### src/rtl/fasta_base_content_counter_top_macros.svh
// Assertion macros shared by the counter's RTL files.
`ifndef FASTA_BASE_CONTENT_COUNTER_TOP_MACROS_SVH
`define FASTA_BASE_CONTENT_COUNTER_TOP_MACROS_SVH

// Checked only while reset is low.
`define FBCC_ASSERT(label, prop, msg) \
  label: assert property (@(posedge clk) disable iff (rst) prop) else $error(msg);

// Checked at every edge, reset included.
`define FBCC_ASSERT_ALWAYS(label, prop, msg) \
  label: assert property (@(posedge clk) prop) else $error(msg);

`endif

### src/rtl/fbcc_pkg.sv
// Shared types, codes and helpers of the FASTA base-content counter.
package fbcc_pkg;

  localparam int MAX_PATTERN = 16;
  localparam int QUEUE_DEPTH = 2;
  localparam logic [19:0] SEQ_MAX = 20'hFFFFF;

  localparam logic [7:0] CHAR_N  = 8'h4E;
  localparam logic [7:0] CHAR_GT = 8'h3E;
  localparam logic [7:0] CHAR_G  = 8'h47;
  localparam logic [7:0] CHAR_C  = 8'h43;
  localparam logic [7:0] CHAR_A  = 8'h41;
  localparam logic [7:0] CHAR_T  = 8'h54;
  localparam logic [7:0] CHAR_NL = 8'h0A;

  localparam logic [2:0] MODE_MOTIF     = 3'd0;
  localparam logic [2:0] MODE_GC_TOTAL  = 3'd1;
  localparam logic [2:0] MODE_CASE_TOT  = 3'd2;
  localparam logic [2:0] MODE_GC_WIN    = 3'd3;
  localparam logic [2:0] MODE_CASE_WIN  = 3'd4;

  localparam logic [1:0] KIND_MOTIF   = 2'd0;
  localparam logic [1:0] KIND_TOTALS  = 2'd1;
  localparam logic [1:0] KIND_WINDOW  = 2'd2;

  localparam logic [1:0] OP_CHAR = 2'd0;
  localparam logic [1:0] OP_HDR  = 2'd1;
  localparam logic [1:0] OP_EOS  = 2'd2;

  localparam logic [2:0] REG_MODE      = 3'd0;
  localparam logic [2:0] REG_WINDOW    = 3'd1;
  localparam logic [2:0] REG_PAT_LEN   = 3'd2;
  localparam logic [2:0] REG_PAT_LOW   = 3'd3;
  localparam logic [2:0] REG_PAT_HIGH  = 3'd4;

  typedef struct packed {
    logic [2:0]  mode;
    logic [31:0] window_size;
    logic [4:0]  pattern_length;
    logic [63:0] pattern_chars_low;
    logic [63:0] pattern_chars_high;
  } cfg_t;

  typedef struct packed {
    logic [1:0] op;
    logic [7:0] ch;
    logic       inc_one;
    logic       inc_two;
  } qent_t;

  typedef struct packed {
    logic [31:0] second_count;
    logic [31:0] first_count;
    logic [32:0] range_end;
    logic [31:0] range_start;
    logic [19:0] sequence_number;
    logic [1:0]  record_kind;
  } rec_t;

  function automatic logic [7:0] upcase(input logic [7:0] c);
    logic [7:0] r;
    r = c;
    if (c >= 8'h61 && c <= 8'h7A) begin
      r = c - 8'd32;
    end
    return r;
  endfunction

  function automatic logic [31:0] sat_inc(input logic [31:0] v);
    return (v == 32'hFFFFFFFF) ? v : v + 32'd1;
  endfunction

endpackage

### src/rtl/fasta_base_content_counter_top.sv
// Top level of the FASTA base-content and motif counter.
// The slave stream carries one FASTA byte per beat in s_axis_tdata; a beat with
// s_axis_tlast high marks end of input, and its data byte is ignored.
// The master stream carries one count record per beat: the motif total, the
// per-sequence GC or case totals, or one window's counts, as set by mode.
// Registers are written through cfg_we, cfg_index and cfg_data; the user must
// write them only while the block is idle, which the block does not enforce;
// a write takes effect with the next byte. A byte passes the parser in the
// cycle it is accepted and is written into a two-beat queue; the counting stage
// pops it once no stalled record holds it back and loads any record it causes
// into the output register, from which the master side presents it.
// Throughput is one byte per cycle while no record is stalled, set by the single
// counter update that the back end makes per queued entry.
// Reset clears the parser, the queue, all counters and the record valid flag,
// and sets the registers to their reset values.
// While the receiver stalls, the held record blocks the counting stage, the
// queue fills, and s_axis_tready falls until the record is taken.
module fasta_base_content_counter_top #(
  parameter int QUEUE_DEPTH = fbcc_pkg::QUEUE_DEPTH
) (
  input  logic         clk,
  input  logic         rst,
  input  logic         s_axis_tvalid,
  output logic         s_axis_tready,
  input  logic [7:0]   s_axis_tdata,   // [7:0] char_code
  input  logic         s_axis_tlast,
  output logic         m_axis_tvalid,
  input  logic         m_axis_tready,
  // [1:0] record_kind, [21:2] sequence_number, [53:22] range_start,
  // [86:54] range_end, [118:87] first_count, [150:119] second_count, [151] zero
  output logic [151:0] m_axis_tdata,
  input  logic         cfg_we,
  input  logic [2:0]   cfg_index,
  input  logic [63:0]  cfg_data
);
  import fbcc_pkg::*;

  cfg_t  cfg;
  qent_t front_ent;
  qent_t q_head;
  rec_t  rec;
  logic  front_push;
  logic  q_not_full;
  logic  q_not_empty;
  logic  back_pop;
  logic  accept;

  always_ff @(posedge clk) begin
    if (rst) begin
      cfg.mode <= MODE_MOTIF;
      cfg.window_size <= 32'd1;
      cfg.pattern_length <= 5'd1;
      cfg.pattern_chars_low <= '0;
      cfg.pattern_chars_high <= '0;
    end else if (cfg_we) begin
      case (cfg_index)
        REG_MODE:     cfg.mode <= cfg_data[2:0];
        REG_WINDOW:   cfg.window_size <= cfg_data[31:0];
        REG_PAT_LEN:  cfg.pattern_length <= cfg_data[4:0];
        REG_PAT_LOW:  cfg.pattern_chars_low <= cfg_data;
        REG_PAT_HIGH: cfg.pattern_chars_high <= cfg_data;
        default: begin
        end
      endcase
    end
  end

  assign s_axis_tready = q_not_full;
  assign accept = s_axis_tvalid && s_axis_tready;

  fbcc_front u_front (
    .clk           (clk),
    .rst           (rst),
    .cfg           (cfg),
    .accept        (accept),
    .char_code     (s_axis_tdata),
    .end_of_stream (s_axis_tlast),
    .push          (front_push),
    .ent           (front_ent)
  );

  fbcc_queue #(
    .DEPTH (QUEUE_DEPTH)
  ) u_queue (
    .clk       (clk),
    .rst       (rst),
    .push      (front_push),
    .push_ent  (front_ent),
    .not_full  (q_not_full),
    .pop       (back_pop),
    .not_empty (q_not_empty),
    .head      (q_head)
  );

  fbcc_back u_back (
    .clk       (clk),
    .rst       (rst),
    .cfg       (cfg),
    .q_valid   (q_not_empty),
    .q_ent     (q_head),
    .pop       (back_pop),
    .out_valid (m_axis_tvalid),
    .out_ready (m_axis_tready),
    .out_rec   (rec)
  );

  assign m_axis_tdata = {1'b0, rec};

endmodule

### src/rtl/fbcc_front.sv
// Front end: line and header parsing and per-byte classification.
module fbcc_front (
  input  logic          clk,
  input  logic          rst,
  input  fbcc_pkg::cfg_t cfg,
  input  logic          accept,
  input  logic [7:0]    char_code,
  input  logic          end_of_stream,
  output logic          push,
  output fbcc_pkg::qent_t ent
);
  import fbcc_pkg::*;

  logic at_line_start, at_line_start_next;
  logic in_header, in_header_next;
  logic [7:0] up;
  logic is_lower_acgtn, is_upper_acgtn;

  assign up = upcase(char_code);
  assign is_lower_acgtn = (char_code == 8'h61) || (char_code == 8'h63) ||
                          (char_code == 8'h67) || (char_code == 8'h74) ||
                          (char_code == 8'h6E);
  assign is_upper_acgtn = (char_code == CHAR_A) || (char_code == CHAR_C) ||
                          (char_code == CHAR_G) || (char_code == CHAR_T) ||
                          (char_code == CHAR_N);

  always_comb begin
    ent.ch = up;
    ent.op = OP_CHAR;
    ent.inc_one = 1'b0;
    ent.inc_two = 1'b0;
    case (cfg.mode)
      MODE_GC_TOTAL, MODE_GC_WIN: begin
        ent.inc_two = (up == CHAR_G) || (up == CHAR_C);
        ent.inc_one = (up == CHAR_A) || (up == CHAR_T);
      end
      MODE_CASE_TOT: begin
        ent.inc_two = is_lower_acgtn;
        ent.inc_one = is_upper_acgtn;
      end
      MODE_CASE_WIN: begin
        ent.inc_two = (char_code >= 8'h61) && (char_code <= 8'h7A);
        ent.inc_one = (char_code >= 8'h41) && (char_code <= 8'h5A);
      end
      default: begin
        ent.inc_one = 1'b0;
        ent.inc_two = 1'b0;
      end
    endcase

    push = 1'b0;
    at_line_start_next = at_line_start;
    in_header_next = in_header;
    if (accept) begin
      if (end_of_stream) begin
        push = 1'b1;
        ent.op = OP_EOS;
        at_line_start_next = 1'b1;
        in_header_next = 1'b0;
      end else if (in_header) begin
        if (char_code == CHAR_NL) begin
          in_header_next = 1'b0;
          at_line_start_next = 1'b1;
        end
      end else if (char_code == CHAR_NL) begin
        at_line_start_next = 1'b1;
      end else if (at_line_start && char_code == CHAR_GT) begin
        push = 1'b1;
        ent.op = OP_HDR;
        at_line_start_next = 1'b0;
        in_header_next = 1'b1;
      end else begin
        at_line_start_next = 1'b0;
        push = (cfg.mode <= MODE_CASE_WIN);
      end
    end
  end

  always_ff @(posedge clk) begin
    if (rst) begin
      at_line_start <= 1'b1;
      in_header <= 1'b0;
    end else begin
      at_line_start <= at_line_start_next;
      in_header <= in_header_next;
    end
  end

endmodule

### src/rtl/fbcc_queue.sv
// Short queue between the parsing front end and the counting back end.
module fbcc_queue #(
  parameter int DEPTH = fbcc_pkg::QUEUE_DEPTH
) (
  input  logic            clk,
  input  logic            rst,
  input  logic            push,
  input  fbcc_pkg::qent_t push_ent,
  output logic            not_full,
  input  logic            pop,
  output logic            not_empty,
  output fbcc_pkg::qent_t head
);
  import fbcc_pkg::*;
  `include "fasta_base_content_counter_top_macros.svh"

  localparam int PW = (DEPTH > 1) ? $clog2(DEPTH) : 1;
  localparam int CW = $clog2(DEPTH + 1);
  localparam logic [PW-1:0] LAST = PW'(DEPTH - 1);
  localparam logic [CW-1:0] FULL = CW'(DEPTH);

  qent_t entries [DEPTH];
  logic [PW-1:0] wr_ptr;
  logic [PW-1:0] rd_ptr;
  logic [CW-1:0] count;

  assign not_full = (count != FULL);
  assign not_empty = (count != '0);
  assign head = entries[rd_ptr];

  always_ff @(posedge clk) begin
    if (push) begin
      entries[wr_ptr] <= push_ent;
    end
  end

  always_ff @(posedge clk) begin
    if (rst) begin
      wr_ptr <= '0;
      rd_ptr <= '0;
      count <= '0;
    end else begin
      if (push) begin
        wr_ptr <= (wr_ptr == LAST) ? '0 : wr_ptr + PW'(1);
      end
      if (pop) begin
        rd_ptr <= (rd_ptr == LAST) ? '0 : rd_ptr + PW'(1);
      end
      if (push && !pop) begin
        count <= count + CW'(1);
      end else if (pop && !push) begin
        count <= count - CW'(1);
      end
    end
  end

  `FBCC_ASSERT(q_no_overflow, push |-> (not_full || pop), "queue push while full")
  `FBCC_ASSERT(q_no_underflow, pop |-> not_empty, "queue pop while empty")
  `FBCC_ASSERT_ALWAYS(q_count_bound, rst || (count <= FULL), "queue count beyond depth")

endmodule

### src/rtl/fbcc_back.sv
// Back end: motif matching, content counters, windows and the record register.
module fbcc_back (
  input  logic            clk,
  input  logic            rst,
  input  fbcc_pkg::cfg_t  cfg,
  input  logic            q_valid,
  input  fbcc_pkg::qent_t q_ent,
  output logic            pop,
  output logic            out_valid,
  input  logic            out_ready,
  output fbcc_pkg::rec_t  out_rec
);
  import fbcc_pkg::*;
  `include "fasta_base_content_counter_top_macros.svh"

  logic        record_open, record_open_next;
  logic        header_seen, header_seen_next;
  logic [31:0] position, position_next;
  logic [31:0] window_offset, window_offset_next;
  logic [31:0] window_begin, window_begin_next;
  logic [31:0] count_one, count_one_next;
  logic [31:0] count_two, count_two_next;
  logic [4:0]  match_index, match_index_next;
  logic [19:0] sequence_counter, sequence_counter_next;

  logic        valid_mode;
  logic        windowed;
  logic        emit;
  logic [4:0]  len;
  logic [127:0] pat;
  logic [7:0]  pch;
  logic        hit;
  logic [4:0]  mi_step;
  logic [31:0] c1_base, c2_base;
  logic [31:0] off_inc;
  rec_t        rec;

  assign valid_mode = (cfg.mode <= MODE_CASE_WIN);
  assign windowed = (cfg.mode == MODE_GC_WIN) || (cfg.mode == MODE_CASE_WIN);
  assign pop = q_valid && (!out_valid || out_ready);
  assign len = (cfg.pattern_length == 5'd0) ? 5'd1 :
               (cfg.pattern_length > 5'(MAX_PATTERN)) ? 5'(MAX_PATTERN) :
               cfg.pattern_length;
  assign pat = {cfg.pattern_chars_high, cfg.pattern_chars_low};
  assign pch = pat[{match_index[3:0], 3'b000} +: 8];
  assign hit = (match_index < len) && ((q_ent.ch == upcase(pch)) || (pch == CHAR_N));
  assign mi_step = hit ? match_index + 5'd1 : 5'd0;
  assign off_inc = window_offset + 32'd1;

  always_comb begin
    rec.record_kind = (cfg.mode == MODE_MOTIF) ? KIND_MOTIF :
                      (cfg.mode <= MODE_CASE_TOT) ? KIND_TOTALS : KIND_WINDOW;
    rec.sequence_number = sequence_counter;
    rec.range_start = (rec.record_kind == KIND_WINDOW) ? window_begin : 32'd0;
    rec.range_end = {1'b0, position} - 33'd1;
    rec.first_count = count_one;
    rec.second_count = (rec.record_kind == KIND_MOTIF) ? 32'd0 : count_two;
  end

  always_comb begin
    record_open_next = record_open;
    header_seen_next = header_seen;
    position_next = position;
    window_offset_next = window_offset;
    window_begin_next = window_begin;
    count_one_next = count_one;
    count_two_next = count_two;
    match_index_next = match_index;
    sequence_counter_next = sequence_counter;
    c1_base = count_one;
    c2_base = count_two;
    emit = 1'b0;
    if (pop) begin
      case (q_ent.op)
        OP_EOS: begin
          emit = valid_mode;
          record_open_next = 1'b0;
          header_seen_next = 1'b0;
          sequence_counter_next = '0;
          position_next = '0;
          window_offset_next = '0;
          window_begin_next = '0;
          count_one_next = '0;
          count_two_next = '0;
          match_index_next = '0;
        end
        OP_HDR: begin
          emit = valid_mode && record_open;
          position_next = '0;
          window_offset_next = '0;
          window_begin_next = '0;
          count_one_next = '0;
          count_two_next = '0;
          match_index_next = '0;
          record_open_next = valid_mode && (cfg.mode <= MODE_CASE_TOT);
          if (header_seen && sequence_counter != SEQ_MAX) begin
            sequence_counter_next = sequence_counter + 20'd1;
          end
          header_seen_next = 1'b1;
        end
        OP_CHAR: begin
          if (valid_mode) begin
            if (windowed) begin
              if (window_offset == 32'd0) begin
                emit = record_open;
                c1_base = '0;
                c2_base = '0;
                window_begin_next = position;
              end
              record_open_next = 1'b1;
              window_offset_next = (off_inc == cfg.window_size) ? 32'd0 : off_inc;
            end
            count_one_next = c1_base;
            count_two_next = c2_base;
            if (cfg.mode == MODE_MOTIF) begin
              if (mi_step >= len) begin
                match_index_next = '0;
                count_one_next = sat_inc(c1_base);
              end else begin
                match_index_next = mi_step;
              end
            end else begin
              if (q_ent.inc_one) begin
                count_one_next = sat_inc(c1_base);
              end
              if (q_ent.inc_two) begin
                count_two_next = sat_inc(c2_base);
              end
            end
            position_next = position + 32'd1;
          end
        end
        default: begin
          emit = 1'b0;
        end
      endcase
    end
  end

  always_ff @(posedge clk) begin
    if (rst) begin
      record_open <= 1'b0;
      header_seen <= 1'b0;
      position <= '0;
      window_offset <= '0;
      window_begin <= '0;
      count_one <= '0;
      count_two <= '0;
      match_index <= '0;
      sequence_counter <= '0;
      out_valid <= 1'b0;
    end else begin
      record_open <= record_open_next;
      header_seen <= header_seen_next;
      position <= position_next;
      window_offset <= window_offset_next;
      window_begin <= window_begin_next;
      count_one <= count_one_next;
      count_two <= count_two_next;
      match_index <= match_index_next;
      sequence_counter <= sequence_counter_next;
      if (pop && emit) begin
        out_valid <= 1'b1;
      end else if (out_ready) begin
        out_valid <= 1'b0;
      end
    end
  end

  always_ff @(posedge clk) begin
    if (pop && emit) begin
      out_rec <= rec;
    end
  end

  `FBCC_ASSERT(b_eos_closes, (pop && q_ent.op == OP_EOS) |=> (!record_open && !header_seen),
               "end of stream left a record open")
  `FBCC_ASSERT(b_match_bound, match_index < 5'(MAX_PATTERN), "match index out of range")
  `FBCC_ASSERT(b_no_overwrite, (out_valid && !out_ready) |-> !pop,
               "back end advanced while a record was stalled")

endmodule

### config.mk
export PLATFORM = sky130hd
export DESIGN_NAME = fasta_base_content_counter_top
export DESIGN_NICKNAME = d
export VERILOG_FILES = /design/src/rtl/fbcc_pkg.sv /design/src/rtl/fasta_base_content_counter_top.sv /design/src/rtl/fbcc_front.sv /design/src/rtl/fbcc_queue.sv /design/src/rtl/fbcc_back.sv
export VERILOG_INCLUDE_DIRS = /design/src /design/src/rtl
export SDC_FILE = /design/constraint.sdc
export NUM_CORES = 1
export LEC_CHECK = 0
export BUFFER_PORTS_ARGS = -buffer_cell sky130_fd_sc_hd__buf_2
export CORE_UTILIZATION = 55
export CTS_CLUSTER_DIAMETER = 30
export CTS_CLUSTER_SIZE = 24
export DETAILED_ROUTE_END_ITERATION = 16
export GPL_TIMING_DRIVEN = 0
export HOLD_SLACK_MARGIN = 0.06
export PLACE_DENSITY = 0.75
export SYNTH_ARGS = -nofsm -noshare
export SYNTH_HDL_FRONTEND = slang
export SYNTH_HIERARCHICAL = 1
export SYNTH_SLANG_ARGS = --single-unit
### constraint.sdc
create_clock -name clk -period 20.5 [get_ports clk]
set_clock_uncertainty 0.1 [all_clocks]
set_input_delay 1.025 -clock clk [delete_from_list [all_inputs] [get_ports clk]]
set_output_delay 1.025 -clock clk [all_outputs]
set_load 0.02 [all_outputs]
==> flow_metrics.env <==
export IMPL_synthCells=2504
export IMPL_cts_setup_buffers=0
export IMPL_grt_use_total_pct=29.99
export IMPL_grt_pass1_wl_um=111300
export IMPL_vdd_drop_max_v=0.0001006
export IMPL_coreArea_um2=45670
export IMPL_use_met2_pct=49.58
export IMPL_ys_seq_elements=538
export IMPL_syn_nets=2611
export IMPL_critPathBufInv=4
export IMPL_cpLargestDelayFamily="compound AO/OA/AOI/OAI gates"
export IMPL_antenna_found_initial=5
export IMPL_rows=78
export IMPL_ys_flop_type="dfxtp_1"
export IMPL_maxSlewHeadroom_pct=8.280
export IMPL_setup_viol=0
export IMPL_io_pins=235
export IMPL_synthXorXnorAreaFrac_pct=4.779
export IMPL_cts_repair_resized=0
export IMPL_cpMaxStageDelayCell="a211oi_1"
export IMPL_rrSetupSlack_ps=13230
export IMPL_maxCapViolCount=0
export IMPL_r2r_end="u_back/count_one[11]$_SDFFE_PP0P_"
export IMPL_hold_path_class="reg -> reg"
export IMPL_grtUsageMet3_pct=5.411
export IMPL_rsz0062_at_grt="no"
export IMPL_cp_data_arrival_time_ps=7760
export IMPL_synth_top_area_share_pct=28.38
export IMPL_yosys_area_share_simple_pct=21.87
export IMPL_r2r_cells=22
export IMPL_drt_wl_total_um=72090
export IMPL_synth_edf_count=175
export IMPL_min_delay_start="cfg[101]$_SDFFE_PP0P_"
export IMPL_die_area_um2=47420
export IMPL_crit_fanout=10
export IMPL_dp_hpwl_um=50810
export IMPL_crit_chain="buf_2 > buf_2 > buf_2 > mux4_2 > mux4_2 > inv_1 > ha_1 > xor2_1 > or3_1 > o211ai_1 > nand2_1 > or2_1 > ha_1 > nand2b_1 > a21o_1 > a21o_1 > a21o_1 > a211oi_1 > nor3_1 > and3_1 > a31o_2 > nand3_1"
export IMPL_worst_slack_ps=13230
export IMPL_clock_latency_ps=650
export IMPL_powerDensity_nw_per_um2=114.8
export IMPL_cts_tree="yes"
export IMPL_start_util_pct=56.06
export IMPL_fillers=3350
export IMPL_grt_max_degree=16
export IMPL_first_global_vias=20745
export IMPL_fmax_ghz=0.1376
export IMPL_hold_buffers=0
export IMPL_synthTopCellsByArea="dfxtp_1 28%, edfxtp_1 21%, mux2i_1 6.8%, nand2b_1 5.9%, mux4_2 3.0%"
export IMPL_seqCellArea_um2=12520
export IMPL_endpoint_kind="flop"
export IMPL_vias=21120
export IMPL_grt_remaining_overflow=0
export IMPL_seq_area_frac_synth_pct=48.91
export IMPL_min_period_over_period_pct=35.44
export IMPL_cp_start_kind="flop"
export IMPL_min_path_cells=2
export IMPL_area_growth_pct=23.74
export IMPL_slew_violations=0
export IMPL_cts_buffer_depth=3
export IMPL_drive_above_1_share_pct=19.51
export IMPL_cts_made_buffers=109
export IMPL_timing_rr_start="u_back/match_index[1]$_SDFFE_PP0P_"
export IMPL_synth_top_family_by_area="simple AND/OR/NAND/NOR gates"
export IMPL_whs_endpoint="cfg[101]$_SDFFE_PP0P_"
export IMPL_place_congestion=0.8975
export IMPL_path_clk_slew_ps=50
export IMPL_synth_top_cell_by_area="dfxtp_1"
export IMPL_hold_viol=0
export IMPL_drc=0
export IMPL_dr_pass1_iters=7
export IMPL_post_synth_cell_area_avg_um2=10.22
export IMPL_clock_root_buffer="clkbuf_16"
export IMPL_drtIter0Drc=2042
export IMPL_final_period_minus_worst_setup_slack_ps=7265
export IMPL_synth_compound_area_share_pct=8.958
export IMPL_outcome="finished, final reports clean"
export IMPL_critical_path_class="reg -> reg"
export IMPL_dieWidth_um=217.8
export IMPL_synth_area_um2=25600
export IMPL_layout_nets=2974
export IMPL_port_buffers=233
export IMPL_pre_cts_ws_ps=13450
export IMPL_power_leakage_nw=12.31
export IMPL_htreeDepth=3
export IMPL_multi_input_area_um2=12130
export IMPL_synth_fa_ha_area_share_pct=1.271
export IMPL_met1_usage_pct=38.20
export IMPL_yosys_warnings=6
export IMPL_synthMuxAreaShare_pct=10.45
export IMPL_cp_required_ps=20990
export IMPL_avgViaCountPerCell=5.919
export IMPL_grt_busiest_layer="met2"
export IMPL_ys_types=91
export IMPL_fin_setup_tns_ps=0
export IMPL_clkSinkCount=538
export IMPL_final_util_pct=69.37
export IMPL_max_stage_delay_ps=1050
export IMPL_wire_per_inst_um=20.20
export IMPL_die_h_um=217.8
export IMPL_synthArstFlopShare_pct=0
export IMPL_tightestPinTransition_ps=1376
export IMPL_ant_nets=0
-- cell families (layout without fill, tap and decap cells) --
family          after synthesis  after routing
other cells                   1              6
fa+ha+maj                    26             26
compound gates              347            347
mux                         223            223
simple gates               1013           1013
xor+xnor                    138            138
flops                       538            538
buf+inv                     218            677
-- routing by layer --
layer | routed length [um] | up-vias
met2 | 34340 | 963
met1 | 29500 | 10203
met4 | 2540 | 4
met3 | 5682 | 172
li1 | - | 9778
met5 | 22 | -
-- tightest hold or removal path: cells and delay by family, from the launching register on --
family	cells	cell delay, ps
AND/OR/NAND/NOR	1	60
multiplexers	1	60
flip-flops	1	300
-- sequential cells by signal (all words and copies together), names as in the netlist, named ones only --
register and count:
u_back/position 32, u_back/count_two 32, u_front/at_line_start 1, u_back/count_one 32, u_back/record_open 1, u_back/match_index 5
u_back/out_rec 151, u_back/window_offset 32, cfg 168, u_back/window_begin 32, u_queue/count 2, u_back/header_seen 1
u_queue/wr_ptr 1, u_queue/entries 24, u_front/in_header 1, u_back/out_valid 1, u_back/sequence_counter 20, u_queue/rd_ptr 1
-- Yosys cell counts (all sizes together) (26+ instances only) --
cell type / n
nor2: 171
nor3: 40
edfxtp: 175
xnor2: 59
buf: 58
nand2b: 242
a21oi: 65
and3: 33
nor2b: 45
inv: 44
a22oi: 45
o21ai: 99
and2: 55
ha: 26
xor2: 78
nand4: 56
nor4: 31
mux4: 34
mux2i: 175
clkbuf: 116
nand2: 151
dfxtp: 363
nand3: 87
-- stage by stage --
| step | instances | power (mW) | hold WS [ps] | area, um2 |
|---|---|---|---|---|
| 2_1_floorplan | 2504 | 1.613 | 332.7 | 25600 |
| 3_3_place_gp | 3337 | 1.791 | 355.9 | 27520 |
| 3_5_place_dp | 3356 | 1.772 | 363.3 | 27680 |
| 4_1_cts | 3563 | 3.648 | 372.3 | 31670 |
| 5_1_grt | 3566 | 3.749 | 385.9 | 31680 |
| 6_report | 3568 | 3.638 | 373.5 | 31680 |
-- placed cells by master, fill, tap and decap left out, types with 53 or more instances in the layout --
| cell type | count |
|---|---|
| dfxtp_1 | 363 |
| buf_2 | 261 |
| nand2b_1 | 242 |
| mux2i_1 | 175 |
| edfxtp_1 | 175 |
| nor2_1 | 171 |
| nand2_1 | 151 |
| clkbuf_1 | 119 |
| clkbuf_16 | 111 |
| o21ai_0 | 96 |
| nand3_1 | 85 |
| xor2_1 | 78 |
| a21oi_1 | 65 |
| xnor2_1 | 59 |
| nand4_1 | 56 |
| and2_1 | 53 |
-- where the power goes --
group          leakage [nW]  internal [mW]  switching [mW]
combinational          5.87          0.160           0.374
sequential             4.54           1.20          0.0270
clock                  1.90           1.25           0.623
-- cell type report --
cell class / instances / area share, %
antenna: 5 / 0.03949
buffer: 174 / 2.512
clock buffer: 125 / 9.249
clock inverter: 82 / 3.333
inverter: 44 / 0.5213
multi-input combinational: 1748 / 38.30
sequential: 538 / 39.52
tap: 600 / 2.370
timing repair buffer: 252 / 4.155
-- worst max-delay path by stage --
stage,slack [ps],end,depth (start not counted),startpoint
floorplan,3400,u_back/out_rec[0]$_DFFE_PP_,9,flop
global placement,-2430,u_back/out_rec[97]$_DFFE_PP_,8,u_back/window_offset[21]$_SDFFE_PP0P_
detailed placement,13450,u_back/count_one[11]$_SDFFE_PP0P_,22,u_back/match_index[1]$_SDFFE_PP0P_
CTS,13440,u_back/count_one[11]$_SDFFE_PP0P_,22,u_back/match_index[1]$_SDFFE_PP0P_
global route,13090,u_back/count_one[9]$_SDFFE_PP0P_,22,u_back/match_index[1]$_SDFFE_PP0P_
finish,13230,u_back/count_one[11]$_SDFFE_PP0P_,22,u_back/match_index[1]$_SDFFE_PP0P_
(Power assumes the default switching activity.)
